$ cat src/rtl/dws_pkg.sv
package dws_pkg;

    localparam int unsigned DUTY_W     = 8;
    localparam int unsigned BRAKE_W    = 4;
    localparam int unsigned TGT_W      = 15;
    localparam int unsigned APB_ADDR_W = 5;
    localparam int unsigned APB_DATA_W = 32;

    localparam logic [DUTY_W-1:0] LEVEL_RESET = 8'd95;
    localparam logic [DUTY_W-1:0] TURN_DROP   = 8'd20;

    typedef enum logic [2:0] {
        MODE_IDLE         = 3'd0,
        MODE_STRAIGHT     = 3'd1,
        MODE_STRAIGHT_BRK = 3'd2,
        MODE_TURN         = 3'd3,
        MODE_TURN_BRK     = 3'd4
    } t_mode;

    typedef enum logic [1:0] {
        FUNC_TICK     = 2'd0,
        FUNC_STRAIGHT = 2'd1,
        FUNC_TURN     = 2'd2
    } t_func;

    typedef enum logic [2:0] {
        REG_TARGET_MM     = 3'd0,
        REG_TURN_MULTIPLE = 3'd1,
        REG_ROTATION      = 3'd2,
        REG_BASE_DUTY     = 3'd3,
        REG_DUTY_MAX      = 3'd4,
        REG_DUTY_MIN      = 3'd5,
        REG_SLOW_COUNT    = 3'd6,
        REG_START_BOOST   = 3'd7
    } t_reg_idx;

    typedef struct packed {
        logic [13:0]       target_mm;
        logic [2:0]        turn_multiple;
        logic [11:0]       rotation_pulses;
        logic [DUTY_W-1:0] base_duty;
        logic [DUTY_W-1:0] duty_max;
        logic [DUTY_W-1:0] duty_min;
        logic [15:0]       straight_slow_count;
        logic [DUTY_W-1:0] start_boost;
    } t_cfg;

    typedef struct packed {
        logic       ms_tick;
        logic       right_pulse;
        logic       left_pulse;
        logic [1:0] func;
    } t_item;

    typedef struct packed {
        logic              done_res;
        logic              busy_res;
        logic [DUTY_W-1:0] right_duty;
        logic [DUTY_W-1:0] left_duty;
        logic              right_rev;
        logic              right_fwd;
        logic              left_rev;
        logic              left_fwd;
    } t_result;

    // Exact floor(x/3) for any 8-bit x: multiply by 171, drop 9 bits.
    function automatic logic [DUTY_W-1:0] div3(input logic [DUTY_W-1:0] x);
        logic [15:0] prod;
        prod = 16'(x) * 16'd171;
        return DUTY_W'(prod[15:9]);
    endfunction

endpackage

$ cat src/rtl/dws_cfg.sv
module dws_cfg (
    input  logic                                i_clk,
    input  logic                                i_rst_n,
    input  logic                                psel,
    input  logic                                penable,
    input  logic                                pwrite,
    input  logic [dws_pkg::APB_ADDR_W-1:0]      paddr,
    input  logic [dws_pkg::APB_DATA_W-1:0]      pwdata,
    output logic [dws_pkg::APB_DATA_W-1:0]      prdata,
    output logic                                pready,
    output dws_pkg::t_cfg                       o_cfg
);
    import dws_pkg::*;

    t_cfg     r_cfg;
    t_reg_idx w_idx;
    logic     w_wr;

    assign pready = 1'b1;
    assign w_idx  = t_reg_idx'(paddr[APB_ADDR_W-1:2]);
    assign w_wr   = psel && penable && pwrite && pready;
    assign o_cfg  = r_cfg;

    always_ff @(posedge i_clk) begin
        if (!i_rst_n) begin
            r_cfg.target_mm           <= 14'd610;
            r_cfg.turn_multiple       <= 3'd1;
            r_cfg.rotation_pulses     <= 12'd880;
            r_cfg.base_duty           <= 8'd95;
            r_cfg.duty_max            <= 8'd160;
            r_cfg.duty_min            <= 8'd0;
            r_cfg.straight_slow_count <= 16'd1100;
            r_cfg.start_boost         <= 8'd0;
        end else if (w_wr) begin
            unique case (w_idx)
                REG_TARGET_MM:     r_cfg.target_mm           <= pwdata[13:0];
                REG_TURN_MULTIPLE: r_cfg.turn_multiple       <= pwdata[2:0];
                REG_ROTATION:      r_cfg.rotation_pulses     <= pwdata[11:0];
                REG_BASE_DUTY:     r_cfg.base_duty           <= pwdata[7:0];
                REG_DUTY_MAX:      r_cfg.duty_max            <= pwdata[7:0];
                REG_DUTY_MIN:      r_cfg.duty_min            <= pwdata[7:0];
                REG_SLOW_COUNT:    r_cfg.straight_slow_count <= pwdata[15:0];
                REG_START_BOOST:   r_cfg.start_boost         <= pwdata[7:0];
            endcase
        end
    end

    always_comb begin
        unique case (w_idx)
            REG_TARGET_MM:     prdata = APB_DATA_W'(r_cfg.target_mm);
            REG_TURN_MULTIPLE: prdata = APB_DATA_W'(r_cfg.turn_multiple);
            REG_ROTATION:      prdata = APB_DATA_W'(r_cfg.rotation_pulses);
            REG_BASE_DUTY:     prdata = APB_DATA_W'(r_cfg.base_duty);
            REG_DUTY_MAX:      prdata = APB_DATA_W'(r_cfg.duty_max);
            REG_DUTY_MIN:      prdata = APB_DATA_W'(r_cfg.duty_min);
            REG_SLOW_COUNT:    prdata = APB_DATA_W'(r_cfg.straight_slow_count);
            REG_START_BOOST:   prdata = APB_DATA_W'(r_cfg.start_boost);
        endcase
    end

endmodule

$ cat src/rtl/dws_core.sv
module dws_core #(
    parameter int unsigned STRAIGHT_BRAKE_MS = 7,
    parameter int unsigned TURN_BRAKE_MS     = 3,
    parameter int unsigned COUNT_WIDTH       = 16
) (
    input  logic              i_clk,
    input  logic              i_rst_n,
    input  logic              i_step,
    input  dws_pkg::t_item    i_item,
    input  dws_pkg::t_cfg     i_cfg,
    output dws_pkg::t_result  o_res
);
    import dws_pkg::*;

    localparam int unsigned CW  = COUNT_WIDTH;
    localparam int unsigned EW  = (CW > TGT_W) ? CW : TGT_W;
    localparam int unsigned MW  = CW + 4;
    localparam int unsigned SW  = (CW > 16) ? CW : 16;
    localparam int unsigned CW1 = CW + 1;
    localparam logic [CW-1:0]      CNT_MAX = {CW{1'b1}};
    localparam logic [BRAKE_W-1:0] STR_MS  = BRAKE_W'(STRAIGHT_BRAKE_MS);
    localparam logic [BRAKE_W-1:0] TRN_MS  = BRAKE_W'(TURN_BRAKE_MS);

    t_mode              r_mode,  n_mode;
    logic [CW-1:0]      r_lcnt,  n_lcnt;
    logic [CW-1:0]      r_rcnt,  n_rcnt;
    logic [CW-1:0]      r_tgt,   n_tgt;
    logic [DUTY_W-1:0]  r_rlvl,  n_rlvl;
    logic [DUTY_W-1:0]  r_llvl,  n_llvl;
    logic [1:0]         r_phase, n_phase;
    logic [BRAKE_W-1:0] r_btmr,  n_btmr;
    logic               r_rot,   n_rot;

    logic [CW-1:0]      lc_inc, rc_inc;
    logic [MW-1:0]      l10, r10, t7, t8;
    logic [CW1-1:0]     l_near, r_near;
    logic [DUTY_W:0]    boost_sum;
    logic [BRAKE_W-1:0] tmr_dec;
    logic [1:0]         ph;
    logic               done;

    function automatic logic [CW-1:0] sat_tgt(input logic [TGT_W-1:0] v);
        logic [EW-1:0] ve;
        ve = EW'(v);
        if (ve > EW'(CNT_MAX)) return CNT_MAX;
        return CW'(ve);
    endfunction

    function automatic logic [CW-1:0] sat_inc(input logic [CW-1:0] c, input logic p);
        return (p && c != CNT_MAX) ? c + CW'(1) : c;
    endfunction

    // Step the right duty toward the left wheel; raise clamps high, lower clamps low.
    function automatic logic [DUTY_W-1:0] trim(
        input logic [DUTY_W-1:0] lvl,
        input logic [2:0]        up,
        input logic [2:0]        down,
        input logic [CW-1:0]     lc,
        input logic [CW-1:0]     rc,
        input logic [DUTY_W-1:0] dmax,
        input logic [DUTY_W-1:0] dmin
    );
        logic [DUTY_W:0] up_sum;
        logic [DUTY_W:0] low_lim;
        up_sum  = {1'b0, lvl} + (DUTY_W+1)'(up);
        low_lim = {1'b0, dmin} + (DUTY_W+1)'(down);
        if (lc > rc) return (up_sum > {1'b0, dmax}) ? dmax : up_sum[DUTY_W-1:0];
        if (lc < rc) return ({1'b0, lvl} < low_lim) ? dmin : lvl - DUTY_W'(down);
        return lvl;
    endfunction

    assign lc_inc    = sat_inc(r_lcnt, i_item.left_pulse);
    assign rc_inc    = sat_inc(r_rcnt, i_item.right_pulse);
    // 10*n against 7*t and 8*t with shifts, adds and a subtract
    assign l10       = (MW'(lc_inc) << 3) + (MW'(lc_inc) << 1);
    assign r10       = (MW'(rc_inc) << 3) + (MW'(rc_inc) << 1);
    assign t7        = (MW'(r_tgt) << 3) - MW'(r_tgt);
    assign t8        = MW'(r_tgt) << 3;
    assign l_near    = CW1'(lc_inc) + CW1'(2);
    assign r_near    = CW1'(rc_inc) + CW1'(2);
    assign boost_sum = {1'b0, i_cfg.base_duty} + {1'b0, i_cfg.start_boost};
    assign tmr_dec   = (r_btmr != '0) ? r_btmr - BRAKE_W'(1) : r_btmr;

    always_comb begin
        n_mode  = r_mode;
        n_lcnt  = r_lcnt;
        n_rcnt  = r_rcnt;
        n_tgt   = r_tgt;
        n_rlvl  = r_rlvl;
        n_llvl  = r_llvl;
        n_phase = r_phase;
        n_btmr  = r_btmr;
        n_rot   = r_rot;
        ph      = r_phase;
        done    = 1'b0;

        case (i_item.func)
            FUNC_STRAIGHT: begin
                n_lcnt  = '0;
                n_rcnt  = '0;
                n_tgt   = sat_tgt({i_cfg.target_mm, 1'b0});
                n_llvl  = boost_sum[DUTY_W] ? {DUTY_W{1'b1}} : boost_sum[DUTY_W-1:0];
                n_phase = 2'd0;
                n_btmr  = '0;
                n_rot   = 1'b0;
                n_mode  = MODE_STRAIGHT;
            end
            FUNC_TURN: begin
                n_lcnt  = '0;
                n_rcnt  = '0;
                n_tgt   = sat_tgt(TGT_W'(i_cfg.rotation_pulses) * TGT_W'(i_cfg.turn_multiple));
                n_llvl  = (i_cfg.base_duty >= TURN_DROP) ? i_cfg.base_duty - TURN_DROP : '0;
                n_phase = 2'd0;
                n_btmr  = '0;
                n_rot   = 1'b1;
                n_mode  = MODE_TURN;
            end
            default: begin
                n_lcnt = lc_inc;
                n_rcnt = rc_inc;
                unique case (r_mode)
                    MODE_STRAIGHT: begin
                        if (rc_inc > r_tgt || lc_inc > r_tgt) begin
                            n_mode = MODE_STRAIGHT_BRK;
                            n_btmr = STR_MS;
                        end else begin
                            if (SW'(lc_inc) >= SW'(i_cfg.straight_slow_count)) begin
                                n_llvl = i_cfg.base_duty >> 1;
                                ph     = 2'd1;
                            end
                            n_phase = ph;
                            n_rlvl  = trim(r_rlvl, (ph != 2'd0) ? 3'd5 : 3'd6,
                                           (ph != 2'd0) ? 3'd2 : 3'd3, lc_inc, rc_inc,
                                           i_cfg.duty_max, i_cfg.duty_min);
                        end
                    end
                    MODE_STRAIGHT_BRK: begin
                        if (i_item.ms_tick) begin
                            n_btmr = tmr_dec;
                            if (tmr_dec == '0) begin
                                n_mode = MODE_IDLE;
                                n_lcnt = '0;
                                n_rcnt = '0;
                                done   = 1'b1;
                            end
                        end
                    end
                    MODE_TURN: begin
                        if (rc_inc > r_tgt) begin
                            n_mode = MODE_IDLE;
                            n_rot  = 1'b0;
                            n_lcnt = '0;
                            n_rcnt = '0;
                            done   = 1'b1;
                        end else begin
                            if (l10 >= t7 && r10 >= t7) begin
                                n_llvl = i_cfg.base_duty >> 1;
                                ph     = 2'd1;
                                if (l10 >= t8 && r10 >= t8) begin
                                    n_llvl = div3(i_cfg.base_duty);
                                    ph     = 2'd2;
                                    if (l_near >= CW1'(r_tgt) && r_near >= CW1'(r_tgt)) begin
                                        n_mode = MODE_TURN_BRK;
                                        n_btmr = TRN_MS;
                                        n_rot  = 1'b0;
                                    end
                                end
                            end
                            n_phase = ph;
                            case (ph)
                                2'd2:    n_rlvl = trim(r_rlvl, 3'd2, 3'd1, lc_inc, rc_inc,
                                                       i_cfg.duty_max, i_cfg.duty_min);
                                2'd1:    n_rlvl = trim(r_rlvl, 3'd4, 3'd3, lc_inc, rc_inc,
                                                       i_cfg.duty_max, i_cfg.duty_min);
                                default: n_rlvl = trim(r_rlvl, 3'd5, 3'd4, lc_inc, rc_inc,
                                                       i_cfg.duty_max, i_cfg.duty_min);
                            endcase
                        end
                    end
                    MODE_TURN_BRK: begin
                        if (i_item.ms_tick) begin
                            n_btmr = tmr_dec;
                            if (tmr_dec == '0) n_mode = MODE_TURN;
                        end
                    end
                    default: n_mode = MODE_IDLE;
                endcase
            end
        endcase

        o_res            = '0;
        o_res.left_duty  = n_llvl;
        o_res.right_duty = n_rlvl;
        o_res.busy_res   = (n_mode != MODE_IDLE);
        o_res.done_res   = done;
        unique case (n_mode)
            MODE_STRAIGHT: begin
                o_res.left_fwd  = 1'b1;
                o_res.right_fwd = 1'b1;
            end
            MODE_STRAIGHT_BRK: begin
                o_res.left_rev  = 1'b1;
                o_res.right_rev = 1'b1;
            end
            MODE_TURN: begin
                o_res.left_fwd  = n_rot;
                o_res.right_rev = n_rot;
            end
            MODE_TURN_BRK: begin
                o_res.left_rev  = 1'b1;
                o_res.right_fwd = 1'b1;
            end
            default: ;
        endcase
    end

    always_ff @(posedge i_clk) begin
        if (!i_rst_n) begin
            r_mode  <= MODE_IDLE;
            r_lcnt  <= '0;
            r_rcnt  <= '0;
            r_tgt   <= '0;
            r_rlvl  <= LEVEL_RESET;
            r_llvl  <= LEVEL_RESET;
            r_phase <= 2'd0;
            r_btmr  <= '0;
            r_rot   <= 1'b0;
        end else if (i_step) begin
            r_mode  <= n_mode;
            r_lcnt  <= n_lcnt;
            r_rcnt  <= n_rcnt;
            r_tgt   <= n_tgt;
            r_rlvl  <= n_rlvl;
            r_llvl  <= n_llvl;
            r_phase <= n_phase;
            r_btmr  <= n_btmr;
            r_rot   <= n_rot;
        end
    end

endmodule

$ cat src/rtl/two_wheel_encoder_drive_sync_unit.sv
// Channel   Dir  Handshake                          Payload
// s_axis    in   i_s_axis_tvalid / o_s_axis_tready  one tick: func, pulses, ms flag
// m_axis    out  o_m_axis_tvalid / i_m_axis_tready  one result: gates, duties, status
// apb       in   psel, penable, pwrite, pready      eight config registers at 4*i
//
// One beat in gives one beat out, in the cycle after the accept; a new beat is
// taken every cycle unless the output stalls. The drive state and the output
// register update on the accepting edge. The output register decouples the sides:
// input is taken whenever the output register is empty or drained in the same cycle.
// Synchronous active-low reset clears the drive state (both levels to 95,
// idle) and the config registers to their defaults; no clearing pass.
module two_wheel_encoder_drive_sync_unit #(
    parameter int unsigned STRAIGHT_BRAKE_MS = 7,
    parameter int unsigned TURN_BRAKE_MS     = 3,
    parameter int unsigned COUNT_WIDTH       = 16
) (
    input  logic                            i_clk,
    input  logic                            i_rst_n,
    input  logic                            i_s_axis_tvalid,
    output logic                            o_s_axis_tready,
    // [1:0] func, [2] left_pulse, [3] right_pulse, [4] ms_tick, [7:5] zero
    input  logic [7:0]                      i_s_axis_tdata,
    output logic                            o_m_axis_tvalid,
    input  logic                            i_m_axis_tready,
    // [0] left_fwd, [1] left_rev, [2] right_fwd, [3] right_rev,
    // [11:4] left_duty, [19:12] right_duty, [20] busy_res, [21] done_res, [23:22] zero
    output logic [23:0]                     o_m_axis_tdata,
    input  logic                            psel,
    input  logic                            penable,
    input  logic                            pwrite,
    input  logic [dws_pkg::APB_ADDR_W-1:0]  paddr,
    input  logic [dws_pkg::APB_DATA_W-1:0]  pwdata,
    output logic [dws_pkg::APB_DATA_W-1:0]  prdata,
    output logic                            pready
);
    import dws_pkg::*;

    t_cfg    w_cfg;
    t_item   w_item;
    t_result w_res;
    t_result r_out;
    logic    r_out_valid;
    logic    w_step;

    // take a beat when the output slot is free or being drained
    assign o_s_axis_tready = !r_out_valid || i_m_axis_tready;
    assign w_step          = i_s_axis_tvalid && o_s_axis_tready;
    assign w_item          = t_item'(i_s_axis_tdata[4:0]);

    dws_cfg u_cfg (
        .i_clk   (i_clk),
        .i_rst_n (i_rst_n),
        .psel    (psel),
        .penable (penable),
        .pwrite  (pwrite),
        .paddr   (paddr),
        .pwdata  (pwdata),
        .prdata  (prdata),
        .pready  (pready),
        .o_cfg   (w_cfg)
    );

    dws_core #(
        .STRAIGHT_BRAKE_MS (STRAIGHT_BRAKE_MS),
        .TURN_BRAKE_MS     (TURN_BRAKE_MS),
        .COUNT_WIDTH       (COUNT_WIDTH)
    ) u_core (
        .i_clk   (i_clk),
        .i_rst_n (i_rst_n),
        .i_step  (w_step),
        .i_item  (w_item),
        .i_cfg   (w_cfg),
        .o_res   (w_res)
    );

    // output register: load on accept, drop valid once taken
    always_ff @(posedge i_clk) begin
        if (!i_rst_n) begin
            r_out_valid <= 1'b0;
        end else if (w_step) begin
            r_out_valid <= 1'b1;
        end else if (i_m_axis_tready) begin
            r_out_valid <= 1'b0;
        end
    end

    always_ff @(posedge i_clk) begin
        if (w_step) begin
            r_out <= w_res;
        end
    end

    assign o_m_axis_tvalid = r_out_valid;
    assign o_m_axis_tdata  = {2'b00, r_out};

    // a wheel is never driven both ways at once
    a_no_shoot: assert property (@(posedge i_clk) disable iff (!i_rst_n)
        o_m_axis_tvalid |-> !(r_out.left_fwd && r_out.left_rev)
                         && !(r_out.right_fwd && r_out.right_rev))
        else $error("wheel gate driven forward and reverse together");

    // a finished move reports idle
    a_done_idle: assert property (@(posedge i_clk) disable iff (!i_rst_n)
        (o_m_axis_tvalid && r_out.done_res) |-> !r_out.busy_res)
        else $error("done reported while still busy");

    // an accepted start shows a busy result on the next cycle
    a_start_busy: assert property (@(posedge i_clk) disable iff (!i_rst_n)
        (w_step && (w_item.func == FUNC_STRAIGHT || w_item.func == FUNC_TURN))
        |=> (o_m_axis_tvalid && r_out.busy_res && !r_out.done_res))
        else $error("start beat did not produce a busy result");

    // reset empties the output register
    a_rst_empty: assert property (@(posedge i_clk)
        !i_rst_n |=> !o_m_axis_tvalid)
        else $error("output valid after reset");

endmodule

$ cat config.mk
export PLATFORM = sky130hd
export DESIGN_NAME = two_wheel_encoder_drive_sync_unit
export DESIGN_NICKNAME = d
export VERILOG_FILES = /design/src/rtl/dws_pkg.sv /design/src/rtl/dws_cfg.sv /design/src/rtl/dws_core.sv /design/src/rtl/two_wheel_encoder_drive_sync_unit.sv
export SDC_FILE = /design/constraint.sdc
export NUM_CORES = 1
export LEC_CHECK = 0
export BUFFER_PORTS_ARGS = -buffer_cell sky130_fd_sc_hd__buf_2
export CAP_MARGIN = 15
export CORE_MARGIN = 2
export CORE_UTILIZATION = 45
export DETAILED_ROUTE_END_ITERATION = 10
export SLEW_MARGIN = 20
export SYNTH_ARGS = -nofsm -noshare
export SYNTH_HDL_FRONTEND = slang
export SYNTH_HIERARCHICAL = 1
export SYNTH_SLANG_ARGS = --single-unit
export TNS_END_PERCENT = 30
$ cat constraint.sdc
create_clock -name i_clk -period 18.88 [get_ports i_clk]
set_input_delay 0.944 -clock i_clk [delete_from_list [all_inputs] [get_ports i_clk]]
set_output_delay 0.944 -clock i_clk [all_outputs]
set_load 0.1 [all_outputs]
Yosys cells after proc, flatten, opt, wreduce, memory -nomap -nowiden
Index checks and enable logic that the tools add are counted.

operators by class
  add/subtract/negate cells = 22
  $mul = 2
  magnitude comparators = 20
  equal/unequal tests = 28
  mux-type cells = 139
  reduce and logical (&&, ||, !) cells = 36

operators with widths
  kind                   count
  $mux 8                 33
  $pmux 32 s8            1
  $mux 16                10
  $pmux 16 s2            3
  $pmux 8 s2             4
  $mux 1                 49
  $gt 16x16->1           3
  $add 19x17->20         2
  $ge 20x19->1           2
  $ge 20x20->1           2
  $gt 9x8->1             4
  $lt 8x9->1             4
  $add 16x2->17 const B  2
  $ge 17x16->1           2
  $add 16x1->16 const B  2
  $mux 4                 8
  $ne 16x16->1 const B   2
  $add 8x3->9 const B    3
  $mux 3                 9
  $mux 2                 13
  $sub 19x16->20         1
  $add 8x2->9 const B    2
  $add 8x3->9            2
  $eq 3x2->1 const B     6
  other kinds (38)       78

storage, ports and cells
  flip-flop bits (word level) = 174
  bits of input ports = 52
  output and inout port bits = 59
  word-level logic and storage cells = 273

Logic depth before layout (Yosys ltp)
Gate-level depths: netlist of run 1.

  depth in word-level cells = 28
  depth in mapped cells = 39
  depth with buffers taken out = 35

Hierarchy
The synthesis of run 1 kept the hierarchy.

by module, submodules not included
  module                             times used  cells each  area an instance (µm²)
  dws_core                           1           2442        17828.3
  dws_cfg                            1           473         3771.1
  two_wheel_encoder_drive_sync_unit  1           30          737.0

Least setup slack after synthesis of run 1
OpenSTA, ideal clock, no wires.

  kind = input to register
  start = input port i_s_axis_tdata[3]
  end = register r_out, in the netlist o_m_axis_tdata[12], data pin
  setup time = 261 ps
  arrival = 7205 ps
  required time = 18619 ps
  slack = 11414 ps
  stages = 34
  path buffers = 5
  cells stage by stage = clkbuf_1 > and3_1 > nand2_1 > or3_1 > clkbuf_1 > nor2_1 > xnor2_1 > inv_1 > ha_1 > and3_1 > nand2_1 > o41ai_1 > a21oi_1 > nor2_1 > nor2_1 > xnor2_1 > ha_1 > nand3_1 > a311o_1 > a31oi_1 > o32a_1 > buf_2 > a21oi_1 > ha_1 > clkbuf_1 > inv_1 > clkbuf_1 > nor2_1 > a21oi_1 > o21ai_0 > a221oi_1 > a22o_1 > nor2_1 > a221o_1

RTL lines
  item                  RTL line                                 RTL
  start, declared       two_wheel_encoder_drive_sync_unit.sv:22  input logic [7:0] i_s_axis_tdata,
  end signal, assigned  two_wheel_encoder_drive_sync_unit.sv:89  r_out <= w_res;
  end, declared         two_wheel_encoder_drive_sync_unit.sv:41  t_result r_out;

==> results list, run 1 <==
* Global placer's final weighted congestion: 0.967
* Worst-margin pin slew: 1.18 ns
* Critical Path Most Common Cell: ha_1
- Summing every instance area after synthesis gives 22300 um2.
- Counting the buffers created by CTS gives 17.
* Share of synthesized area occupied by flip-flops and latches: 16.5%
- Data required time at the worst endpoint: 19.19 ns
- Across every metal layer, demand over resource in global routing totals 29.8%.
- Gate count of the mapped netlist: 2945
- Detail-routed net length per standard cell: 21.5 um
- Critical Path Slowest Stage Cell: o41ai_1
- For the worst setup path, the data arrival time is 10.02 ns.
- The clock tree synthesis step divided the H-tree into 4 levels.
- Number of endpoints with negative hold slack in the final report: 0
* Max-cap check violation count: 0
* Synth Flop Type: dfxtp_1
- For the final database, setup skew stands at 0.0163 ns.
- Via count: 22200
* DRC violation count after routing: 0
* Post-route standard cell area excluding fillers: 23700 um2
- For the finished layout, the period the worst path requires is 9.71 ns.
- Register clock-pin slew on the reported worst setup and hold paths: 0.08 ns
* TritonCTS sink count: 173
- Worst-path fanout max: 10
* Leakage power: 10.7 nW
- Violation count after the first detailed-route iteration: 2154
- The run finished with clean final reports.
- The first global-routing pass estimated 120000 um of wire.
- In this run the deepest clock path goes through 2 buffers.
- STA classifies the critical path startpoint as a flop.
* Share of the core filled with cells: 48.4%
* Core area: 49000 um2
- # rows: 81
- The count of final max-slew check failures was 0.
- Layout cell share with drive strength beyond 1: 6.34%
- The number of hold buffers added after CTS was 0.
- Peak VDD IR: 83.4 uV
- Relative to the synthesized area, the layout overhead comes to 6.06%.
- 111 I/O pins were placed.
- Worst slew margin relative to its limit: 19.6%
* Total of flip-flops plus latches after synthesis: 173
- During placement, the flow inserted port buffers numbering 70.
* Synth area leaders: ha_1 19%, dfxtp_1 14%, nand2_1 5.6%
- For this run, the number of Yosys warnings is 6.
- The pre-antenna-repair detailed-routing pass consisted of 6 iterations.
- Area used by sequential logic in the layout: 3680 um2
* Initial antenna violation count: 1
- Entering global routing, the biggest net connects 67 pins.
* Start-to-end type of the worst setup path: reg -> reg
- Share of Yosys cell area claimed by the top area cell type: 19.2%
- The min-delay analysis places its worst path in the category reg -> reg.
* TritonCTS clock tree: done
- In the routed layout, each cell is associated on average with a via count of 6.18.
- Measured along the y axis, the die boundary spans 227 um.
- Counting distinct cell types in the post-synthesis netlist gives 98.
- Detailed placement HPWL: 58700 um
- Setup total negative slack on the finished layout was measured at 0 ns.
- The number of antenna diodes in the final layout is 0.
- Number of global-route vias before repair: 21300
* Number of fillers in the final layout: 4907
- Final setup fails: 0
- ANT nets after route: 0
* Largest stage delay on the critical path: 0.91 ns
- Share of the clock period used by the worst path after layout: 51.4%
- Clock latency reported for the late side of the worst-skew pair: 0.48 ns
- CTS root buffer: clkbuf_16
- Post-placement setup slack: 9.56 ns
- The initial utilization of the core area, before any placement, comes to 45.6%.
- The die covers 51400 um2.
- STA classifies the critical path endpoint as a flop.
- After synthesis, the share of flip-flops with an asynchronous set or reset is 0%.
- Post-Syn Area per Cell: 7.58 um2
- Multi-input gate area: 17200 um2
- Congestion Overflow GR: 0
- Once the clock tree was built, the setup fixing pass inserted 0 buffers.
- Leading area contributor after synthesis: ha_1
* Final layout net count: 3339
* Cell Area, Placed: 23100 um2
* Highest clock frequency the design can meet: 0.103 GHz
* Final worst setup slack: 9.17 ns
- Number of enable flip-flop cells after synthesis: 22
- For this block, the routed nets add up to 77200 um of wire.
* Areal power density over the cells: 53.2 nW/um2
- Cts repair resizes: 0
- Width of the die: 227 um
- Setup repair after global routing missed its margin: false
[critical path, delay by kind of cell (launching register included)]
kind | cells | cell delay [ns]
XOR/XNOR | 2 | 0.71
flip-flops | 1 | 0.53
multiplexers | 1 | 0.24
AO/OA/AOI/OAI | 9 | 3.49
AND/OR/NAND/NOR | 10 | 2.26
buffers and inverters | 3 | 0.86
adder cells (fa/ha/maj) | 4 | 1.45
[registers in the layout, summed over array words and instances, names as in the netlist]
| name | count |
|---|---|
| u_core/r_llvl | 8 |
| o_m_axis_tvalid | 1 |
| o_m_axis_tdata | 22 |
| u_core/r_mode | 3 |
| u_core/r_btmr | 4 |
| u_core/r_rlvl | 8 |
| u_core/r_tgt | 15 |
| u_core/r_phase | 2 |
| u_core/r_lcnt | 16 |
| u_core/r_rot | 1 |
| u_cfg/o_cfg | 77 |
| u_core/r_rcnt | 16 |
[metrics by stage]
step                hold WS, ns  power, mW  std cells
floorplan                 0.447      0.757       2961
global placement          0.462      0.867       3564
detailed placement        0.464      0.878       3564
CTS                       0.476       1.26       3596
global route              0.501       1.32       3596
finish                    0.477       1.26       3596
[kinds of logic after synthesis]
logic type | count (synthesis) | share of synthesized area [%]
AOI/OAI and AO/OA | 853 | 25.4
adders and majority gates | 368 | 21.5
DFF | 173 | 16.5
and+or+nand+nor | 946 | 20.0
buffers and inverters | 371 | 6.93
muxes | 59 | 2.86
other | 3 | 0.0504
xor gates and xnor gates | 172 | 6.74
[per-layer routing]
layer | part of all wire [%] | vias up | GRT usage [%]
li1 | - | 10500 | -
met1 | 45 | 10700 | 40.4
met2 | 45 | 851 | 48.8
met3 | 6.8 | 143 | 4.07
met4 | 2.8 | 0 | 9.47
met5 | 0 | - | 0
[cell usage in the layout (no fill, tap or decap), types with 70 or more instances in the layout]
| cell | n |
|---|---|
| dfxtp_1 | 151 |
| o21ai_0 | 181 |
| buf_2 | 70 |
| nor2_1 | 227 |
| ha_1 | 343 |
| xnor2_1 | 122 |
| a21oi_1 | 189 |
| a21o_1 | 71 |
| nand2_1 | 332 |
| inv_1 | 204 |
| nand3_1 | 80 |
[report_power, final]
| part | switching [mW] | leakage [nW] | internal, mW |
|---|---|---|---|
| clock | 0.180 | 0.304 | 0.197 |
| combinational | 0.327 | 8.99 | 0.156 |
| sequential | 0.0136 | 1.43 | 0.386 |
[worst paths after layout]
kind | depth (start not counted) | from | endpoint | slack [ns]
setup / recovery | 29 | u_core/r_rcnt[0] | o_m_axis_tdata[16] | 9.17
hold / removal | 2 | u_cfg/o_cfg[73] | u_cfg/o_cfg[73] | 0.48
setup reg to reg | 29 | u_core/r_rcnt[0] | o_m_axis_tdata[16] | 9.17
hold reg to reg | 2 | u_cfg/o_cfg[73] | u_cfg/o_cfg[73] | 0.48
[layout make-up]
type	instances	area share, %
Multi-Input combinational cell	2417	72.5
Inverter	208	3.30
Clock buffer	19	1.91
Clock inverter	13	0.702
Timing Repair Buffer	102	2.49
Tap cell	664	3.51
Sequential cell	173	15.5
[cells in the mapped netlist (22+ instances only)]
cell type and instances:
a211oi_1 35, a21boi_0 56, a21o_1 71, a21oi_1 190, a22oi_1 33, a31oi_1 30
and3_1 29, buf_4 31, clkbuf_1 105, dfxtp_1 151, edfxtp_1 22, fa_1 25
ha_1 343, inv_1 205, mux2i_1 47, nand2_1 332, nand2b_1 26, nand3_1 80
nand4_1 48, nor2_1 228, nor2b_1 36, nor3_1 58, o211ai_1 23, o21a_1 36
o21ai_0 181, xnor2_1 122, xor2_1 50
Power figures use the tool's default switching activity.
==> run 2, diff against run 1 <==
Clock period 18.88 ns to 9.7 ns, I/O delays scaled along.
==> run 2 against run 1 <==
Total power is 95% higher. Clock power grew 95%. Register-to-register slack got worse by 8.5 ns.
==> results list, run 2 (synthesis gave the netlist of run 1 again) <==
* Wire length of the first global-routing pass: 121000 um (was 120000 um)
- The count of cells along the worst hold path was 3 (was 2).
- Hold-fix buffers at CTS: 0 (unchanged)
- Most common cell after layout, fill and taps aside: ha_1 (unchanged)
* Final hold slack: 0.247 ns (was 0.477 ns)
- The slack of the worst reg-to-reg path was 0.66 ns (was 9.17 ns).
- TritonCTS sink count: 173 (unchanged)
- Leakage power: 10.8 nW (was 10.7 nW)
- The clock buffer count from CTS came to 17 (unchanged).
* Number of global-route vias before repair: 21200 (was 21300)
- Initial Utilization: 45.6% (unchanged)
- Topmost layer with routed signal wires: met4 (unchanged)
- The post-layout minimum cycle time is 9.04 ns (was 9.71 ns).
- Destination of the worst register-to-register timing path: o_m_axis_tdata[14] (was o_m_axis_tdata[16])
* Critical Path Slowest Stage Cell: o32a_1 (was o41ai_1)
- Total routed wire length on the met1 layer: 35000 um (was 34700 um)
- The post-CTS setup-driven buffer insertion count was 0 (unchanged).
* CTS root buffer: clkbuf_16 (unchanged)
- The count of input and output buffers is 70 (unchanged).
- Detailed placement HPWL: 59000 um (was 58700 um)
- The kind of end point of the critical path is a flop (unchanged).
- The post-route clock skew was 0.0129 ns (was 0.0163 ns).
- The final weighted congestion of routability-driven global placement was 0.955 (was 0.967).
* Width of the die: 227 um (unchanged)
- The final number of hold-violating endpoints came to 0 (unchanged).
- The share of cells above drive strength 1 came to 6.82% (was 6.34%).
- Met3 layer wire length in the routed design: 5670 um (was 5260 um)
- Worst-margin pin slew: 1.04 ns (was 1.18 ns)
- Max-cap check violation count: 0 (unchanged)
- Maximum clock insertion buffer count: 2 (unchanged)
- The number of endpoints failing setup at the final stage is 0 (unchanged).
* Ant diodes: 0 (unchanged)
- Start-to-end type of the worst setup path: reg -> reg (unchanged)
- The per-cell routed wire length was 21.5 um (about the same).
- Placed Instances: 3579 (was 3564)
- The initial antenna violation count is 1 (unchanged).
* Number of fillers in the final layout: 4909 (was 4907)
- Worst slew margin relative to its limit: 30.3% (was 19.6%)
- Cts repair resizes: 0 (unchanged)
- Data required time at the worst endpoint: 10.06 ns (was 19.19 ns)
- Run status: finished, final reports clean (unchanged)
* GRT Total Usage: 30.2% (was 29.8%)
- The number of rows in the core area came to 81 (unchanged).
- Average via count per standard cell: 6.18 (about the same)
- The routed via count was 22300 (was 22200).
- Hold crit path type: in -> reg (was reg -> reg)
- WL final: 77600 um (was 77200 um)
- The DRC marker count from the first detailed-route iteration is 2037 (was 2154).
* Met2 routed WL: 35100 um (about the same)
- Congestion Overflow GR: 0 (unchanged)
* Critical hold path startpoint: pwdata[15] (was u_cfg/o_cfg[73])
- The worst IR drop on VDD is 138 uV (was 83.4 uV).
* Die area: 51400 um2 (unchanged)
- Startpoint of the most critical register-to-register path: u_core/r_rcnt[0] (unchanged)
- Flip-flop count of the largest register, all copies and words added: 77 (unchanged)
- The source-to-sink clock delay at the later pin of the worst-skew pair was 0.49 ns (was 0.48 ns).
- Area Growth Syn to Fin: 6.52% (was 6.06%)
- Critical path launch point type: flop (unchanged)
* Clock H-tree levels: 4 (unchanged)
- Areal power density over the cells: 103 nW/um2 (was 53.2 nW/um2)
- The multi-input logic area is 17200 um2 (unchanged).
- The maximum fanout along the worst path was 10 (unchanged).
- The post-placement worst setup slack came to 0.991 ns (was 9.56 ns).
* Register clock-pin slew on the reported worst setup and hold paths: 0.08 ns (about the same)
* CP Data Arrival Time: 9.40 ns (was 10.02 ns)
* Post-Route Setup TNS: 0 ns (unchanged)
- Setup repair after global routing missed its margin: false (unchanged).
- TritonCTS clock tree: done (unchanged)
- The I/O pin count came to 111 (unchanged).
- The fraction of the cycle the final worst path needs came to 93.2% (was 51.4%).
- Final worst setup slack: 0.658 ns (was 9.17 ns)
* Worst-case reg-to-reg path depth: 32 (was 29)
- The number of detailed-route iterations in the first pass is 6 (unchanged).
- Chip height: 227 um (unchanged)
- The number of DRC violations after detailed routing came to 0 (unchanged).
- Commonest cells after routing, fill and taps aside: 343 x ha_1, 332 x nand2_1, 227 x nor2_1 (unchanged).
* Area used by sequential logic in the layout: 3680 um2 (unchanged)
- The delay of the slowest critical-path stage came to 0.69 ns (was 0.91 ns).
* Number of max-slew violations in the final report: 0 (unchanged)
* Highest clock frequency the design can meet: 0.111 GHz (was 0.103 GHz)
- Final layout net count: 3354 (was 3339)
- The number of nets still failing antenna checks after routing came to 0 (unchanged).
- The terminating pin of the worst hold path is u_cfg/o_cfg[23] (was u_cfg/o_cfg[73]).
- The placeable core region was 49000 um2 (unchanged).
* Count of non-filler cells in the finished layout: 3611 (was 3596)
* Maximum number of pins on one net before global-route repair: 97 (was 67)
==> run 2: cell types whose count changed in the layout (fill, tap and decap cells not counted), sizes merged <==
cell      previous run  this run
buf                102       117
inv                213       212
clkinvlp             0         1
clkbuf              19        18
clkinv               7         8
==> run 2: final cells by class <==
| type | count | area share [%] |
|---|---|---|
| Multi-Input combinational cell | 2417 | 72.2 |
| Sequential cell | 173 | 15.5 |
| Tap cell | 664 | 3.49 |
| Inverter | 208 | 3.28 |
| Timing Repair Buffer | 117 | 2.96 |
| Clock buffer | 18 | 1.85 |
| Clock inverter | 14 | 0.720 |
==> run 2: layer usage <==
layer / up-vias / track usage (%)
li1: 10600 / -
met1: 10800 / 41.6
met2: 838 / 48.7
met3: 121 / 4.59
met4: 0 / 8.72
met5: - / 0
==> run 2: how the worst max path moves through the flow <==
stage / from / slack [ns] / cells after the start / end
finish: u_core/r_rcnt[0] / 0.66 / 32 / o_m_axis_tdata[14]
global route: u_core/r_lcnt[1] / 0.10 / 32 / o_m_axis_tdata[14]
CTS: u_core/r_rcnt[0] / 0.89 / 32 / o_m_axis_tdata[14]
global placement: u_core/r_rcnt[0] / 1.03 / 31 / o_m_axis_tdata[14]
floorplan: u_core/r_lcnt[1] / 2.25 / 34 / o_m_axis_tdata[14]
detailed placement: u_core/r_rcnt[0] / 0.99 / 32 / o_m_axis_tdata[14]
==> run 2: power by group <==
group / internal, mW / total [mW] / switching [mW]
Combinational: 0.303 / 0.940 / 0.636
Clock: 0.376 / 0.737 / 0.361
Sequential: 0.751 / 0.777 / 0.0257
==> run 2: worst max-delay path: cells and delay by family, from the launching register on <==
kind	cells	cell delay, ns
xor gates and xnor gates	2	0.67
adders and majority gates	4	1.39
and+or+nand+nor	10	1.85
buffers and inverters	4	0.94
AOI/OAI and AO/OA	11	3.05
DFF	1	0.53
muxes	1	0.46
==> run 2: metrics by stage <==
step                      total power, mW  util (%)  cell area (um2)
after floorplan                      1.47         -            22400
after global placement               1.69      47.4            23200
after detailed placement             1.71      47.4            23200
after CTS                            2.45      48.6            23800
after global routing                 2.58      48.6            23800
final                                2.45      48.6            23800
